===== src/rtl/core/mcpt_pkg.sv =====
// shared widths, item codes and divider handshake types for the periodic timer bank
package mcpt_pkg;

  localparam int NUM_CHANNELS_DEF = 8;

  localparam int KIND_W    = 2;
  localparam int CHAN_W    = 3;
  localparam int PERIOD_W  = 24;
  localparam int ELAPSED_W = 20;
  localparam int COUNT_W   = 20;
  localparam int SUM_W     = PERIOD_W + 1;

  localparam logic [KIND_W-1:0] KIND_ADVANCE = 2'd0;
  localparam logic [KIND_W-1:0] KIND_INSTALL = 2'd1;
  localparam logic [KIND_W-1:0] KIND_REMOVE  = 2'd2;

  typedef struct packed {
    logic                start;
    logic [SUM_W-1:0]    dividend;
    logic [PERIOD_W-1:0] divisor;
  } div_req_t;

  typedef struct packed {
    logic                done;
    logic [SUM_W-1:0]    quot;
    logic [PERIOD_W-1:0] rem;
  } div_rsp_t;

endpackage


===== src/rtl/core/mcpt_cmd_if.sv =====
// command channel: advance, install and remove items
interface mcpt_cmd_if;
  import mcpt_pkg::*;

  logic                 valid;
  logic                 ready;
  logic [KIND_W-1:0]    kind;
  logic [CHAN_W-1:0]    channel;
  logic [PERIOD_W-1:0]  period;
  logic [ELAPSED_W-1:0] elapsed;

  modport source (output valid, kind, channel, period, elapsed, input ready);
  modport sink   (input valid, kind, channel, period, elapsed, output ready);
endinterface


===== src/rtl/core/mcpt_res_if.sv =====
// result channel: one fire count per active channel on an advance
interface mcpt_res_if;
  import mcpt_pkg::*;

  logic               valid;
  logic               ready;
  logic [CHAN_W-1:0]  fired_channel;
  logic [COUNT_W-1:0] fire_count;
  logic               last;

  modport source (output valid, fired_channel, fire_count, last, input ready);
  modport sink   (input valid, fired_channel, fire_count, last, output ready);
endinterface


===== src/rtl/core/multi_channel_periodic_timer.sv =====
// Install and remove items are taken while idle; the block is ready again in the next cycle.
// An advance scans one inactive channel per cycle; each active channel goes through the read
// and calc states, the 25-step divider when its period is nonzero, and the emit state, which
// waits while a result is stalled; an advance is handled one item at a time.
// Reset clears the active flags and control state; period and phase memories are
// not cleared and are written on install before they are read.
module multi_channel_periodic_timer #(
  parameter int NUM_CHANNELS = mcpt_pkg::NUM_CHANNELS_DEF
) (
  input logic          clk,
  input logic          rst,
  mcpt_cmd_if.sink     cmd,
  mcpt_res_if.source   res
);
  import mcpt_pkg::*;

  localparam int IDX_W = $clog2(NUM_CHANNELS);

  localparam logic [2:0] S_IDLE = 3'd0;
  localparam logic [2:0] S_SCAN = 3'd1;
  localparam logic [2:0] S_READ = 3'd2;
  localparam logic [2:0] S_CALC = 3'd3;
  localparam logic [2:0] S_DIV  = 3'd4;
  localparam logic [2:0] S_EMIT = 3'd5;

  logic [2:0]              state;
  logic [IDX_W-1:0]        idx;
  logic [NUM_CHANNELS-1:0] active;
  logic [ELAPSED_W-1:0]    el;
  logic [COUNT_W-1:0]      count;

  logic                    res_valid;
  logic [CHAN_W-1:0]       res_chan;
  logic [COUNT_W-1:0]      res_count;
  logic                    res_last;

  logic                    accept;
  logic                    ch_ok;
  logic [IDX_W-1:0]        cmd_addr;
  logic                    more;
  logic                    emit_go;

  logic                    period_we;
  logic                    phase_we;
  logic [IDX_W-1:0]        phase_waddr;
  logic [PERIOD_W-1:0]     phase_wdata;
  logic                    rd_en;
  logic [PERIOD_W-1:0]     period_rd;
  logic [PERIOD_W-1:0]     phase_rd;

  div_req_t                div_req;
  div_rsp_t                div_rsp;

  assign cmd.ready = (state == S_IDLE);
  assign accept    = cmd.valid && cmd.ready;
  assign ch_ok     = 32'(cmd.channel) < NUM_CHANNELS;
  assign cmd_addr  = IDX_W'(cmd.channel);
  assign emit_go   = !res_valid || res.ready;

  // any active channel above the current one
  always_comb begin
    more = 1'b0;
    for (int j = 0; j < NUM_CHANNELS; j++) begin
      if (IDX_W'(j) > idx && active[j]) begin
        more = 1'b1;
      end
    end
  end

  assign period_we   = accept && cmd.kind == KIND_INSTALL && ch_ok;
  assign phase_we    = (period_we && !active[cmd_addr]) ||
                       (state == S_DIV && div_rsp.done);
  assign phase_waddr = (state == S_IDLE) ? cmd_addr : idx;
  assign phase_wdata = (state == S_IDLE) ? '0 : div_rsp.rem;
  assign rd_en       = (state == S_SCAN) && active[idx];

  mcpt_ram #(.WIDTH(PERIOD_W), .DEPTH(NUM_CHANNELS)) u_period_ram (
    .clk   (clk),
    .we    (period_we),
    .waddr (cmd_addr),
    .wdata (cmd.period),
    .re    (rd_en),
    .raddr (idx),
    .rdata (period_rd)
  );

  mcpt_ram #(.WIDTH(PERIOD_W), .DEPTH(NUM_CHANNELS)) u_phase_ram (
    .clk   (clk),
    .we    (phase_we),
    .waddr (phase_waddr),
    .wdata (phase_wdata),
    .re    (rd_en),
    .raddr (idx),
    .rdata (phase_rd)
  );

  assign div_req.start    = (state == S_CALC) && period_rd != '0;
  assign div_req.dividend = {1'b0, phase_rd} + SUM_W'(el);
  assign div_req.divisor  = period_rd;

  mcpt_div u_div (
    .clk (clk),
    .rst (rst),
    .req (div_req),
    .rsp (div_rsp)
  );

  always_ff @(posedge clk) begin
    if (rst) begin
      state  <= S_IDLE;
      idx    <= '0;
      active <= '0;
    end else begin
      unique case (state)
        S_IDLE: begin
          if (accept) begin
            if (cmd.kind == KIND_ADVANCE) begin
              idx   <= '0;
              state <= S_SCAN;
            end else if (cmd.kind == KIND_INSTALL && ch_ok) begin
              active[cmd_addr] <= 1'b1;
            end else if (cmd.kind == KIND_REMOVE && ch_ok) begin
              active[cmd_addr] <= 1'b0;
            end
          end
        end
        S_SCAN: begin
          if (active[idx]) begin
            state <= S_READ;
          end else if (idx == IDX_W'(NUM_CHANNELS - 1)) begin
            state <= S_IDLE;
          end else begin
            idx <= idx + 1'b1;
          end
        end
        S_READ: begin
          state <= S_CALC;
        end
        S_CALC: begin
          state <= (period_rd != '0) ? S_DIV : S_EMIT;
        end
        S_DIV: begin
          if (div_rsp.done) begin
            state <= S_EMIT;
          end
        end
        S_EMIT: begin
          if (emit_go) begin
            if (more) begin
              idx   <= idx + 1'b1;
              state <= S_SCAN;
            end else begin
              state <= S_IDLE;
            end
          end
        end
        default: begin
          state <= S_IDLE;
        end
      endcase
    end
  end

  always_ff @(posedge clk) begin
    if (accept && cmd.kind == KIND_ADVANCE) begin
      el <= cmd.elapsed;
    end
    if (state == S_CALC) begin
      count <= '0;
    end else if (state == S_DIV && div_rsp.done) begin
      // saturate the quotient to the count width
      count <= (div_rsp.quot[SUM_W-1:COUNT_W] != '0) ? '1 : div_rsp.quot[COUNT_W-1:0];
    end
  end

  always_ff @(posedge clk) begin
    if (rst) begin
      res_valid <= 1'b0;
    end else if (state == S_EMIT && emit_go) begin
      res_valid <= 1'b1;
    end else if (res.ready) begin
      res_valid <= 1'b0;
    end
  end

  always_ff @(posedge clk) begin
    if (state == S_EMIT && emit_go) begin
      res_chan  <= CHAN_W'(idx);
      res_count <= count;
      res_last  <= !more;
    end
  end

  assign res.valid         = res_valid;
  assign res.fired_channel = res_chan;
  assign res.fire_count    = res_count;
  assign res.last          = res_last;

`ifndef SYNTH
  a_calc_active: assert property (@(posedge clk) disable iff (rst)
    state == S_CALC |-> active[idx])
    else $error("reading a channel that is not active");

  a_div_done_state: assert property (@(posedge clk) disable iff (rst)
    div_rsp.done |-> state == S_DIV)
    else $error("divider finished outside the divide state");

  a_div_start_nonzero: assert property (@(posedge clk) disable iff (rst)
    div_req.start |-> div_req.divisor != '0)
    else $error("divider started with a zero period");

  a_emit_holds_active: assert property (@(posedge clk) disable iff (rst)
    (state == S_EMIT && emit_go && more) |=> state == S_SCAN && active != '0)
    else $error("scan resumed with no channel left");
`endif

endmodule


===== src/rtl/core/mcpt_ram.sv =====
// generic single write port ram with registered read
module mcpt_ram #(
  parameter int WIDTH = 24,
  parameter int DEPTH = 8
) (
  input  logic                     clk,
  input  logic                     we,
  input  logic [$clog2(DEPTH)-1:0] waddr,
  input  logic [WIDTH-1:0]         wdata,
  input  logic                     re,
  input  logic [$clog2(DEPTH)-1:0] raddr,
  output logic [WIDTH-1:0]         rdata
);

  logic [WIDTH-1:0] mem [DEPTH];

  always_ff @(posedge clk) begin
    if (we) begin
      mem[waddr] <= wdata;
    end
    if (re) begin
      rdata <= mem[raddr];
    end
  end

endmodule


===== src/rtl/core/mcpt_div.sv =====
// restoring divider, one quotient bit per cycle
module mcpt_div (
  input  logic              clk,
  input  logic              rst,
  input  mcpt_pkg::div_req_t req,
  output mcpt_pkg::div_rsp_t rsp
);
  import mcpt_pkg::*;

  localparam int CNT_W = $clog2(SUM_W + 1);

  logic                busy;
  logic                done;
  logic [CNT_W-1:0]    cnt;
  logic [PERIOD_W-1:0] rem;
  logic [SUM_W-1:0]    quo;
  logic [PERIOD_W-1:0] dvs;
  logic [SUM_W-1:0]    trial;
  logic [SUM_W-1:0]    dvs_ext;
  logic                ge;

  // partial remainder stays below the divisor, so it fits the period width
  assign trial   = {rem, quo[SUM_W-1]};
  assign dvs_ext = {1'b0, dvs};
  assign ge      = trial >= dvs_ext;

  always_ff @(posedge clk) begin
    if (rst) begin
      busy <= 1'b0;
      done <= 1'b0;
      cnt  <= '0;
    end else begin
      done <= 1'b0;
      if (req.start) begin
        busy <= 1'b1;
        cnt  <= CNT_W'(SUM_W);
      end else if (busy) begin
        cnt <= cnt - 1'b1;
        if (cnt == CNT_W'(1)) begin
          busy <= 1'b0;
          done <= 1'b1;
        end
      end
    end
  end

  // dividend shifts out the top while quotient bits shift in at the bottom
  always_ff @(posedge clk) begin
    if (req.start) begin
      rem <= '0;
      quo <= req.dividend;
      dvs <= req.divisor;
    end else if (busy) begin
      rem <= ge ? PERIOD_W'(trial - dvs_ext) : trial[PERIOD_W-1:0];
      quo <= {quo[SUM_W-2:0], ge};
    end
  end

  assign rsp.done = done;
  assign rsp.quot = quo;
  assign rsp.rem  = rem;

endmodule

===== src/flat_wrapper.sv =====
// flat-port wrapper written by rule: the top's interface ports become plain ports
module multi_channel_periodic_timer_flat import mcpt_pkg::*;
#(
  parameter int NUM_CHANNELS = mcpt_pkg::NUM_CHANNELS_DEF
)
  (clk, rst, cmd_valid, cmd_kind, cmd_channel, cmd_period, cmd_elapsed, cmd_ready, res_valid, res_fired_channel, res_fire_count, res_last, res_ready);
  mcpt_cmd_if cmd_i ();
  mcpt_res_if res_i ();
  input logic clk;
  input logic rst;
  input wire logic [$bits(cmd_i.valid)-1:0] cmd_valid;
  input wire logic [$bits(cmd_i.kind)-1:0] cmd_kind;
  input wire logic [$bits(cmd_i.channel)-1:0] cmd_channel;
  input wire logic [$bits(cmd_i.period)-1:0] cmd_period;
  input wire logic [$bits(cmd_i.elapsed)-1:0] cmd_elapsed;
  output wire logic [$bits(cmd_i.ready)-1:0] cmd_ready;
  output wire logic [$bits(res_i.valid)-1:0] res_valid;
  output wire logic [$bits(res_i.fired_channel)-1:0] res_fired_channel;
  output wire logic [$bits(res_i.fire_count)-1:0] res_fire_count;
  output wire logic [$bits(res_i.last)-1:0] res_last;
  input wire logic [$bits(res_i.ready)-1:0] res_ready;
  assign cmd_i.valid = cmd_valid;
  assign cmd_i.kind = cmd_kind;
  assign cmd_i.channel = cmd_channel;
  assign cmd_i.period = cmd_period;
  assign cmd_i.elapsed = cmd_elapsed;
  assign cmd_ready = cmd_i.ready;
  assign res_valid = res_i.valid;
  assign res_fired_channel = res_i.fired_channel;
  assign res_fire_count = res_i.fire_count;
  assign res_last = res_i.last;
  assign res_i.ready = res_ready;
  multi_channel_periodic_timer #(.NUM_CHANNELS(NUM_CHANNELS)) u_core (.clk(clk), .rst(rst), .cmd(cmd_i), .res(res_i));
endmodule

===== config.mk =====
export PLATFORM = sky130hd
export DESIGN_NAME = multi_channel_periodic_timer_flat
export DESIGN_NICKNAME = d
export VERILOG_FILES = /design/src/rtl/core/mcpt_pkg.sv /design/src/rtl/core/mcpt_cmd_if.sv /design/src/rtl/core/mcpt_res_if.sv /design/src/rtl/core/multi_channel_periodic_timer.sv /design/src/rtl/core/mcpt_ram.sv /design/src/rtl/core/mcpt_div.sv /design/src/flat_wrapper.sv
export SDC_FILE = /design/constraint.sdc
export NUM_CORES = 1
export LEC_CHECK = 0
export BUFFER_PORTS_ARGS = -buffer_cell sky130_fd_sc_hd__clkbuf_2
export CORE_UTILIZATION = 60
export CTS_CLUSTER_DIAMETER = 30
export CTS_CLUSTER_SIZE = 40
export DETAILED_ROUTE_END_ITERATION = 12
export PLACE_DENSITY = 0.78
export SYNTH_ARGS = -nofsm -noshare
export SYNTH_HDL_FRONTEND = slang
export SYNTH_SLANG_ARGS = --single-unit
export TNS_END_PERCENT = 10

===== constraint.sdc =====
create_clock -name clk -period 9.8 [get_ports clk]
set_input_delay 0.49 -clock clk [delete_from_list [all_inputs] [get_ports clk]]
set_output_delay 0.49 -clock clk [all_outputs]
set_load 0.03 [all_outputs]

==> qor.csv <==
metric,value,unit
status,finished clean,
DR WL/cell,22.4,um
Final Power,6680,uW
fin crit share,38.4,%
Tightest Hold Check Type,in -> reg,
RSZ-0062 raised after global routing,false,
"Seq/Total Area, Yosys",69.5,%
Clock Sink Count,591,
via/cell ratio,6.10,
MaxCap Viol Count,0,
synth unique cells,64,
Critical Path RT,10.09,ns
initial core utilization,61.3,%
Post-Syn Area,24600,um^2
core area,40100,um^2
first-pass GRT wire length,80200,um
fin nets,1785,
CP Class,reg -> reg,
remaining antenna violation count,0,
maximum VDD drop,0.000176,V
Iter 0 DRT Violations,1178,
GR Util All Layers,25.5,%
type of origin of the critical path,register,
num rows,73,
final setup skew,0.0252,ns
via count,13900,
CTS tree,built,
Worst Path Arrival,4.06,ns
Seq. cell area,17100,um^2
# setup viols final,0,
die height,204,um
number of synthesized flops with an enable pin,525,
die area,41800,um^2
pin count of the biggest net entering global routing,65,
Port Buf Inserts,78,
initial antenna violation count,1,
Syn. warnings,0,
hpwl dp,29700,um
# diodes,0,
ys async rst share,0,%
number of synthesized register bits,591,
CTS buffer count,96,
Layout area overhead,17.6,%
clk root buf,clkbuf_16,
Multi-input gate area,7100,um^2
CP Capture Type,register,
"Slew Viols, Final",0,
f_max,0.266,GHz
CTS resizes,0,
Slew headroom,18.4,%
Die X,204,um
P_leak,0.0101,uW
post-layout min period,3.76,ns
power per cell area,231,nW/um^2
gr ovfl total,0,
I/O Pins,79,
vias in the first global route,14400,
final hold vios,0,
Main synth FF type,edfxtp_1,
CTS Buffer Depth,3,
Worst-path clk slew,0.06,ns
Worst-Margin Slew,1.22,ns
drt first pass iters,5,
Filler cells,2373,
post-CTS setup repair buffer count,0,
Post-Synthesis Cells,1551,
GP Congestion,0.889,
# H-tree levels,3,
syn_nets,1657,
Post-CTS Hold Fix Bufs,0,
final wirelength,51200,um
CP Max Fanout,23,
share of cells above drive strength 1,25.8,%
"Avg Cell Area, Syn",15.8,um^2
TNS Setup,0,ns
clock latency on the worst-skew pair,0.63,ns
DRC Markers,0,
==> kinds of logic (layout without fill, tap and decap cells) <==
logic type      after synthesis  in the layout  share of synthesized area [%]
fa+ha+maj                    53             53                           2.76
buf+inv                     115            326                           1.85
xor+xnor                     42             42                           1.50
simple gates                351            351                           6.64
mux                         156            156                           11.6
compound gates              243            243                           6.14
flops                       591            591                           69.5
==> critical path: stages, from the launching register on <==
cell and delay, ns:
dfxtp_1 0.71, nand2_1 0.14, nor3_2 0.94, o21ai_0 0.61
nor2_2 0.67, buf_4 0.36
==> synthesized netlist by cell type, types with 4 or more instances <==
library cell / number / area, um^2
a211oi_1: 6 / 45.0
a21o_1: 15 / 113
a21oi_1: 68 / 340
a311oi_1: 6 / 52.6
a31oi_1: 22 / 138
a41oi_1: 4 / 35.0
and3_1: 4 / 25.0
buf_1: 4 / 15.0
buf_2: 18 / 90.1
clkbuf_1: 51 / 191
dfxtp_1: 66 / 1320
edfxtp_1: 525 / 15800
ha_1: 51 / 638
inv_1: 42 / 158
mux2_2: 50 / 563
mux2i_1: 7 / 70.1
mux4_2: 98 / 2210
nand2_1: 101 / 379
nand2b_1: 16 / 100
nand3_1: 20 / 100
nand4_1: 8 / 50.1
nor2_1: 108 / 405
nor2b_1: 41 / 257
nor3_1: 27 / 135
nor4_1: 6 / 37.5
o211ai_1: 4 / 30.0
o21a_1: 9 / 67.6
o21ai_0: 68 / 340
o21ai_1: 7 / 35.0
o21bai_1: 7 / 52.6
o31ai_1: 4 / 30.0
xnor2_1: 23 / 201
xor2_1: 19 / 166
==> layout by cell type (no fill, tap or decap), types with 8 or more instances in the layout <==
cell / synthesis / layout
a21o_1: 15 / 15
a21oi_1: 68 / 68
a31oi_1: 22 / 22
buf_4: 0 / 25
bufinv_16: 0 / 8
clkbuf_16: 0 / 99
clkbuf_2: 0 / 78
clkinv_2: 0 / 15
dfxtp_1: 66 / 63
edfxtp_1: 525 / 525
ha_1: 51 / 51
inv_1: 42 / 42
inv_6: 0 / 17
inv_8: 0 / 8
mux2_2: 50 / 50
mux4_2: 98 / 98
nand2_1: 101 / 101
nand2b_1: 16 / 16
nand3_1: 20 / 20
nand4_1: 8 / 8
nor2_1: 108 / 93
nor2_2: 1 / 15
nor2b_1: 41 / 41
nor3_1: 27 / 23
o21a_1: 9 / 9
o21ai_0: 68 / 68
xnor2_1: 23 / 23
xor2_1: 19 / 19
==> registers in the layout, summed over array words and instances (netlist names), 3 cells and up, named ones only <==
signal                     count
u_core.u_phase_ram.rdata      24
u_core.res.fire_count         20
u_core.u_phase_ram.mem       192
u_core.u_div.dvs              24
u_core.idx                     3
u_core.u_div.rem              24
u_core.res.fired_channel       3
u_core.u_period_ram.rdata     24
u_core.count                  20
u_core.el                     20
u_core.u_div.quo              25
u_core.state                   3
u_core.u_div.cnt               5
u_core.u_period_ram.mem      192
==> cell type report <==
cell class	instances	area share [%]
timing repair buffer	103	2.00
multi-input combinational	845	24.6
clock buffer	107	8.71
inverter	42	0.546
clock inverter	74	2.74
tap	525	2.27
sequential	591	59.2
==> per-layer routing <==
layer | wire length [um] | track usage, %
met5 | 10 | 0
met4 | 1420 | 10.7
met3 | 3530 | 4.80
met2 | 25600 | 42.4
met1 | 20700 | 33.2
==> through the flow <==
| stage | std cells | utilization, % | setup slack, ns | hold WS [ns] | area, um^2 |
|---|---|---|---|---|---|
| global route | 2287 | 72.1 | 5.82 | 0.0278 | 28900 |
| global placement | 2106 | 63.8 | 6.34 | 0.411 | 25600 |
| detailed placement | 2106 | 63.8 | 6.16 | 0.408 | 25600 |
| CTS | 2287 | 72.1 | 6.01 | 0.0193 | 28900 |
| floorplan | 1551 | - | 6.33 | 0.403 | 24600 |
| finish | 2287 | 72.1 | 6.04 | 0.0486 | 28900 |
==> path summary, 6_finish.rpt <==
check,from,end,slack (ns),depth (start not counted)
max,u_core.state[2],u_core.u_phase_ram.mem[4][12],6.04,5
min,cmd_elapsed[17],u_core.el[17],0.05,1
max reg2reg,u_core.state[2],u_core.u_phase_ram.mem[4][12],6.04,5
min reg2reg,u_core.count[13],u_core.res.fire_count[13],0.42,0
==> where the power goes <==
part	leakage (uW)	switching [uW]	internal (uW)
registers	0.00539	44.9	2800
clock network	0.00162	1260	2110
logic	0.00305	274	183
No activity file was read; power rests on OpenSTA's default activity.
